### src/sv/assert_macros.svh
// ----------------------------------------------------------------------------
// Assertion macros
// Concurrent assertion wrappers shared by the slerp RTL. They expand to
// nothing when SYNTHESIS is defined.
// ----------------------------------------------------------------------------
`ifndef ASSERT_MACROS_SVH
`define ASSERT_MACROS_SVH
`ifndef SYNTHESIS
// Assertion that is switched off while reset is asserted.
`define QS_ASSERT(lbl, clk, rst_n, prop, msg) \
  lbl: assert property (@(posedge clk) disable iff (!rst_n) prop) else $error(msg);
// Assertion that must also hold during reset.
`define QS_ASSERT_NR(lbl, clk, prop, msg) \
  lbl: assert property (@(posedge clk) prop) else $error(msg);
`else
`define QS_ASSERT(lbl, clk, rst_n, prop, msg)
`define QS_ASSERT_NR(lbl, clk, prop, msg)
`endif
`endif

### src/sv/qslerp_pkg.sv
// ----------------------------------------------------------------------------
// Quaternion slerp package
// Widths, constants, the CORDIC angle table and shared types.
// ----------------------------------------------------------------------------
package qslerp_pkg;

  // Field widths.
  localparam int unsigned COMP_W   = 16;
  localparam int unsigned BLEND_W  = 16;
  localparam int unsigned THR_W    = 15;

  // Internal number formats.
  localparam int unsigned ANG_BITS     = 30;
  localparam int unsigned CORDIC_STEPS = 30;
  localparam int unsigned ROOT_W       = ANG_BITS + 1;
  localparam int unsigned RAD_W        = 2 * ANG_BITS + 1;
  localparam int unsigned SQRT_STAGES  = ROOT_W;
  localparam int unsigned XW           = 34;
  localparam int unsigned ZW           = 33;
  localparam int unsigned SW           = 33;
  localparam int unsigned DIV_QBITS    = 32;
  localparam int unsigned DIV_STAGES   = DIV_QBITS + 1;
  localparam int unsigned NUM_W        = SW + ANG_BITS;
  localparam int unsigned DOT_W        = 2 * COMP_W + 2;
  localparam int unsigned PW           = COMP_W + 1;
  localparam int unsigned BLEND_SHIFT  = 15;

  localparam logic [THR_W-1:0]   THR_RESET       = 15'd16368;
  localparam logic [BLEND_W-1:0] BLEND_ONE       = 16'd32768;
  localparam logic [31:0]        CORDIC_INV_GAIN = 32'd652032874;

  // atan(2^-i) in Q30 radians, truncated.
  function automatic logic [31:0] atan_q30(input int unsigned i);
    logic [31:0] r;
    case (i)
      0:  r = 32'd843314856;
      1:  r = 32'd497837829;
      2:  r = 32'd263043836;
      3:  r = 32'd133525158;
      4:  r = 32'd67021686;
      5:  r = 32'd33543515;
      6:  r = 32'd16775850;
      7:  r = 32'd8388437;
      8:  r = 32'd4194282;
      9:  r = 32'd2097149;
      10: r = 32'd1048575;
      11: r = 32'd524287;
      12: r = 32'd262143;
      13: r = 32'd131071;
      14: r = 32'd65535;
      15: r = 32'd32767;
      16: r = 32'd16383;
      17: r = 32'd8191;
      18: r = 32'd4095;
      19: r = 32'd2047;
      20: r = 32'd1023;
      21: r = 32'd511;
      22: r = 32'd255;
      23: r = 32'd127;
      24: r = 32'd63;
      25: r = 32'd31;
      26: r = 32'd15;
      27: r = 32'd7;
      28: r = 32'd3;
      29: r = 32'd1;
      default: r = 32'd0;
    endcase
    return r;
  endfunction

  // Per-item data that rides alongside the arithmetic units.
  typedef struct packed {
    logic [3:0][PW-1:0]     p;
    logic [3:0][COMP_W-1:0] q;
    logic [BLEND_W-1:0]     tq;
    logic                   lin;
    logic [ANG_BITS-1:0]    cosq;
    logic [ROOT_W-1:0]      s;
  } side_t;

  // One result item.
  typedef struct packed {
    logic [COMP_W-1:0] out_x;
    logic [COMP_W-1:0] out_y;
    logic [COMP_W-1:0] out_z;
    logic [COMP_W-1:0] out_w;
    logic              used_linear;
  } res_t;

endpackage

### src/sv/qslerp_isqrt.sv
// ----------------------------------------------------------------------------
// Pipelined integer square root
// Floor square root, one result bit per stage, one operand per cycle while en_i is high.
// ----------------------------------------------------------------------------
module qslerp_isqrt (
  input  logic                          clk_i,
  input  logic                          en_i,
  input  logic [qslerp_pkg::RAD_W-1:0]  rad_i,
  output logic [qslerp_pkg::ROOT_W-1:0] root_o
);
  import qslerp_pkg::*;

  localparam int unsigned TW = RAD_W + 1;

  logic [RAD_W-1:0]  rem_q  [ROOT_W-1];
  logic [ROOT_W-1:0] root_q [ROOT_W];

  for (genvar j = 0; j < ROOT_W; j++) begin : g_stage
    localparam int unsigned K = ROOT_W - 1 - j;
    logic [RAD_W-1:0]  rem_in;
    logic [ROOT_W-1:0] root_in;
    logic [TW-1:0]     term;
    logic              ge;

    if (j == 0) begin : g_first
      assign rem_in  = rad_i;
      assign root_in = '0;
    end else begin : g_next
      assign rem_in  = rem_q[j-1];
      assign root_in = root_q[j-1];
    end

    // Growth of the square when bit K joins the root: 2*R*2^K + 2^(2K).
    assign term = (TW'(root_in) << (K + 1)) | (TW'(1) << (2 * K));
    assign ge   = {1'b0, rem_in} >= term;

    always_ff @(posedge clk_i) begin
      if (en_i) begin
        root_q[j] <= root_in | (ROOT_W'(ge) << K);
      end
    end

    if (j < ROOT_W - 1) begin : g_rem
      always_ff @(posedge clk_i) begin
        if (en_i) begin
          rem_q[j] <= ge ? (rem_in - term[RAD_W-1:0]) : rem_in;
        end
      end
    end
  end

  assign root_o = root_q[ROOT_W-1];

endmodule

### config.mk
export PLATFORM = sky130hd
export DESIGN_NAME = qslerp_isqrt
export DESIGN_NICKNAME = d
export VERILOG_FILES = /design/src/sv/assert_macros.svh /design/src/sv/qslerp_pkg.sv /design/src/sv/qslerp_isqrt.sv
export SDC_FILE = /design/constraint.sdc
export NUM_CORES = 2
export LEC_CHECK = 0
export BUFFER_PORTS_ARGS = -buffer_cell sky130_fd_sc_hd__buf_4
export CAP_MARGIN = 25
export CELL_PAD_IN_SITES_DETAIL_PLACEMENT = 0
export CELL_PAD_IN_SITES_GLOBAL_PLACEMENT = 1
export CORE_MARGIN = 2
export CORE_UTILIZATION = 35
export DETAILED_ROUTE_END_ITERATION = 10
export GPL_ROUTABILITY_DRIVEN = 0
export PLACE_DENSITY_LB_ADDON = 0.3
export SYNTH_ARGS = -nofsm -noshare
export SYNTH_HDL_FRONTEND = slang
export SYNTH_SLANG_ARGS = --single-unit
### constraint.sdc
create_clock -name clk_i -period 5.3 [get_ports clk_i]
set_input_delay 1.325 -clock clk_i [delete_from_list [all_inputs] [get_ports clk_i]]
set_output_delay 1.325 -clock clk_i [all_outputs]
set_load 0.02 [all_outputs]
# ---- Yosys cells after proc, flatten, opt, wreduce, memory -nomap -nowiden
# Memories as Yosys holds them, arrays and structs flattened.
# Cells that the tools add are included.
dict set report totals {
  mem_bits_rw 2791
  memories 2
  reg_bits 0
  word_cells 125
  inputBits 63
  output_inout_bits 31
}
dict set report classes {
  muxes 32
  n_bitwise 30
  order_cmp 31
  n_addsub 30
}
# name words word_bits rd rd_ports_with_merged_regs wr line_no
set mem_list {}
lappend mem_list {rem_q 30 61 30 0 30 qslerp_isqrt.sv:15} ;# logic [RAD_W-1:0] rem_q [ROOT_W-1];
lappend mem_list {root_q 31 31 31 0 31 qslerp_isqrt.sv:16} ;# logic [ROOT_W-1:0] root_q [ROOT_W];
# operator n
set ops {}
lappend ops {{two-way mux 61 bit} 30}
lappend ops {{greater-or-equal comparator 61 x 32 -> 1 bit} 1}
lappend ops {{greater-or-equal comparator 61 x 33 -> 1 bit} 1}
lappend ops {{greater-or-equal comparator 61 x 34 -> 1 bit} 1}
lappend ops {{greater-or-equal comparator 61 x 35 -> 1 bit} 1}
lappend ops {{greater-or-equal comparator 61 x 36 -> 1 bit} 1}
lappend ops {{greater-or-equal comparator 61 x 37 -> 1 bit} 1}
lappend ops {{greater-or-equal comparator 61 x 38 -> 1 bit} 1}
lappend ops {{greater-or-equal comparator 61 x 39 -> 1 bit} 1}
lappend ops {{greater-or-equal comparator 61 x 40 -> 1 bit} 1}
lappend ops {{greater-or-equal comparator 61 x 41 -> 1 bit} 1}
lappend ops {{greater-or-equal comparator 61 x 42 -> 1 bit} 1}
lappend ops {{greater-or-equal comparator 61 x 43 -> 1 bit} 1}
lappend ops {{greater-or-equal comparator 61 x 44 -> 1 bit} 1}
lappend ops {{greater-or-equal comparator 61 x 45 -> 1 bit} 1}
lappend ops {{greater-or-equal comparator 61 x 46 -> 1 bit} 1}
lappend ops {{greater-or-equal comparator 61 x 47 -> 1 bit} 1}
lappend ops {{greater-or-equal comparator 61 x 48 -> 1 bit} 1}
lappend ops {{greater-or-equal comparator 61 x 49 -> 1 bit} 1}
lappend ops {{greater-or-equal comparator 61 x 50 -> 1 bit} 1}
lappend ops {{greater-or-equal comparator 61 x 51 -> 1 bit} 1}
lappend ops {{greater-or-equal comparator 61 x 52 -> 1 bit} 1}
lappend ops {{greater-or-equal comparator 61 x 53 -> 1 bit} 1}
lappend ops {{greater-or-equal comparator 61 x 54 -> 1 bit} 1}
lappend ops {{69 further kinds} 70}

# ---- Depth between registers and ports, before layout
# An unclocked memory read counts as a cell.
dict set report logic_depth {
  word_depth 3
  depth_mapped 15
  ltp_nobuf 13
}

# ---- Worst setup path before layout
# No wires, ideal clock.
dict set report synth_path {
  path_kind {register -> register}
  start {memory rem_q[2][271] in the netlist's numbering}
  end {memory rem_q[2][353] in the netlist's numbering (data pin)}
  path_slack_ps 1631
  path_stages_with_launch 11
  path_buffers 0
  setup_ps 256
  t_arrival_ps 3413
  required_time_ps 5044
  path_cell_list {edfxtp_1 > ha_1 > and4_1 > and4_1 > a311oi_1 > a31oi_1 > a31oi_1 > o21ai_0 > a311oi_2 > or4b_1 > a22o_1}
}
# element line_no
set synth_lines {}
lappend synth_lines {{start, declared} qslerp_isqrt.sv:15}

==> results.txt <==
Pre-CTS setup slack: 0.689 ns
Max incr delay on CP: 0.65 ns
Syn. warnings: 0
Worst-path clk slew: 0.06 ns
Worst path cell trace: or4_1 > or4_1 > or3_1 > nor3_1 > nand4_1 > and4b_1 > and2_2 > clkinv_2 > nand3_1 > nor4_1 > xor2_1
Layout cells sized above 1: 8.02%
DRC: 0
Pins over their slew limit: 0
Die height: 567 um
Net load switching power: 16700 uW
Starting density of the core: 35.2%
Clk_skew: 0.108 ns
Crit Path Max Fanout: 8
Worst-Skew Late Latency: 0.89 ns
Vias per cell: 5.15
Post-route ant nets: 0
Via count: 69200
Slowest stage cell, crit path: nor3_1
Top Family by Delay on Critical Path: simple AND/OR/NAND/NOR gates
Syn_nets: 9372
Synthesized area per cell: 12.6 um2
Final Util: 39.9%
Core area: 315000 um2
Unrepaired setup endpoints after global routing: false
Mapped Area: 111000 um2
Logic pwr share: 21.6%
Row count: 206
GRT Total Usage: 16.8%
Clk network pwr share: 32.5%
DPL Wire Length: 209 mm
Cell taking the most area after synthesis: edfxtp_1
Post-CTS Setup Inserts: 0
Final nets: 9660
Clock sinks: 2326
Min cycle time layout: 4.64 ns
Gr ovfl total: 0
Setup violators final: 0
Setup crit start kind: register
Quantity of I/O buffers inserted on ports: 93
Status: complete, no violations
Slew HR: 24.0%
Sequential share of the synthesized area: 62.9%
WP buf/inv: 1
#FFs+latches synth: 2326
Post-synth EDFFs: 2326
DRT Wirelength: 275 mm
Async SR Flop Fraction: 0%
Sequential power share: 45.9%
Final WS setup: 0.658 ns
DR WL/cell: 20.5 um
Synth cell count leaders: 2326 x edfxtp_1, 670 x inv_1, 581 x a21oi_1, 578 x nor2_1, 550 x nand2_1
Total die area: 322000 um2
Kind of critical path: register to register
Vias in the first global route: 69100
Synth top area cells: edfxtp_1 63%, ha_1 5.9%, xnor2_1 3.2%
Post-Syn Instances: 8786
Initial antenna violation count: 7
Setup TNS: 0 ns
Most common cell in the netlist: edfxtp_1
Share of the synthesized area in the top cell type: 62.9%
Yosys cell types: 95
CTS Hold Bufs: 0
DRT Pass-1 Iters: 6
Syn-to-layout area delta: 13.3%
CP Data Required Time: 5.86 ns
P_int: 39100 uW
# IOs: 94
Pwr Total: 55800 uW
Max Cap Viol: 0
Pwr per Cell Area: 444 nW/um2
Max H-tree Level: 5
Number of CTS-inserted buffers: 268
Switching Fraction: 29.9%
Clk root buf: clkbuf_16
Post-CTS Resized: 0
Worst min path class: register to register
Largest net degree at the start of global routing: 190
First-pass GRT wire length: 422 mm
CTS tree: done
Crit path top cell by count: or4_1
Worst EP arrival: 5.21 ns
Max Fclk: 0.215 GHz
Final period util: 87.6%
Die width: 567 um
CTS max path bufs: 4
Leak: 0.0470 uW
Fillcell total: 29500
FF-to-FF setup slack: 0.66 ns
Slew @ Worst Pin: 1.14 ns
Worst IR Drop VDD: 0.256 mV
Predominant post-synthesis flop cell: edfxtp_1
First DRT Iteration DRCs: 5652
Worst setup EP type: register
Number of failing hold endpoints at the final stage: 0
## power groups by stage
stage,sequential (uW),clock (uW),combinational (uW)
5_1_grt,25900,19300,13400
3_5_place_dp,26000,0,11900
6_report,25600,18100,12100
2_1_floorplan,24900,0,8780
4_1_cts,25700,18600,12000
3_3_place_gp,26000,0,11900
## cell usage in the layout (no fill, tap or decap), types with 37 or more instances in the layout
cell type,Yosys,layout
o31ai_1,41,41
a21oi_1,581,580
a31oi_1,51,51
nor4_1,301,299
o21a_1,84,84
mux2_2,85,85
nand2b_1,103,103
or3_1,78,78
buf_4,0,163
and3_1,45,45
nand4_1,127,127
ha_1,523,523
xor2_1,389,389
nand3_1,123,122
o21bai_1,57,56
clkinv_2,1,53
clkbuf_1,136,38
or2_2,37,37
nor3_1,242,241
nor2_1,578,578
edfxtp_1,2326,2326
xnor2_1,405,405
inv_1,670,670
a21o_1,222,222
nor2b_1,71,70
o21ai_0,394,393
or4_1,61,61
nor4b_1,46,45
clkinv_1,0,50
a211oi_1,46,45
clkbuf_16,0,277
nand2_1,550,549
## state kept, by name, summed over array words and instances, names as in the netlist
name / count
root_q: 496
rem_q: 1830
## cells by family after synthesis
kind of cell,count (synthesis),share of synthesized area (%)
simple gates,2530,11.8
mux,100,0.997
buf+inv,834,2.83
compound gates,1678,9.32
other cells,1,0.00338
flops,2326,62.9
xor+xnor,794,6.26
fa+ha+maj,523,5.89
## worst reg2reg max path: stages (launching register included)
cell	delay [ns]
edfxtp_1	0.46
or4_1	0.54
or4_1	0.48
or3_1	0.38
nor3_1	0.65
nand4_1	0.38
and4b_1	0.37
and2_2	0.19
clkinv_2	0.16
nand3_1	0.18
nor4_1	0.45
xor2_1	0.13
## final cells by class
| class | instances | area (um2) | share of cell area, % |
|---|---|---|---|
| Sequential cell | 2326 | 69800 | 55.5 |
| Multi-Input combinational cell | 5626 | 38100 | 30.3 |
| Clock buffer | 315 | 7070 | 5.62 |
| Tap cell | 4160 | 5200 | 4.14 |
| Inverter | 673 | 2530 | 2.01 |
| Timing Repair Buffer | 179 | 1540 | 1.22 |
| Clock inverter | 157 | 1530 | 1.22 |
| Antenna cell | 1 | 2.50 | 0.00199 |
## path summary, 6_finish.rpt
| path | start | end | cells after the start |
|---|---|---|---|
| setup / recovery | rem_q[3][289]$_DFFE_PP_ | rem_q[3][357]$_DFFE_PP_ | 11 |
| setup reg to reg | rem_q[3][289]$_DFFE_PP_ | rem_q[3][357]$_DFFE_PP_ | 11 |
| hold reg to reg | rem_q[1][73]$_DFFE_PP_ | rem_q[1][134]$_DFFE_PP_ | 0 |
| hold / removal | rem_q[1][73]$_DFFE_PP_ | rem_q[1][134]$_DFFE_PP_ | 0 |
## metal layers
metal  GRT usage [%]  up-vias  share of wire [%]
met1            22.2    33900                 45
met4            4.26        2                2.5
met5               0        -             0.0029
li1                -    33400                  -
met2            29.0     1449                 49
met3            1.93      389                3.8
## metrics by stage
stage	std cells	cell area [um2]	hold WS, ns
after floorplan	8786	111000	0.417
after detailed placement	13000	117000	0.430
after CTS	13400	126000	0.407
final	13400	126000	0.405
after global routing	13400	126000	0.420
after global placement	13000	117000	0.426
Note: power is estimated with default switching activity, not from simulation.
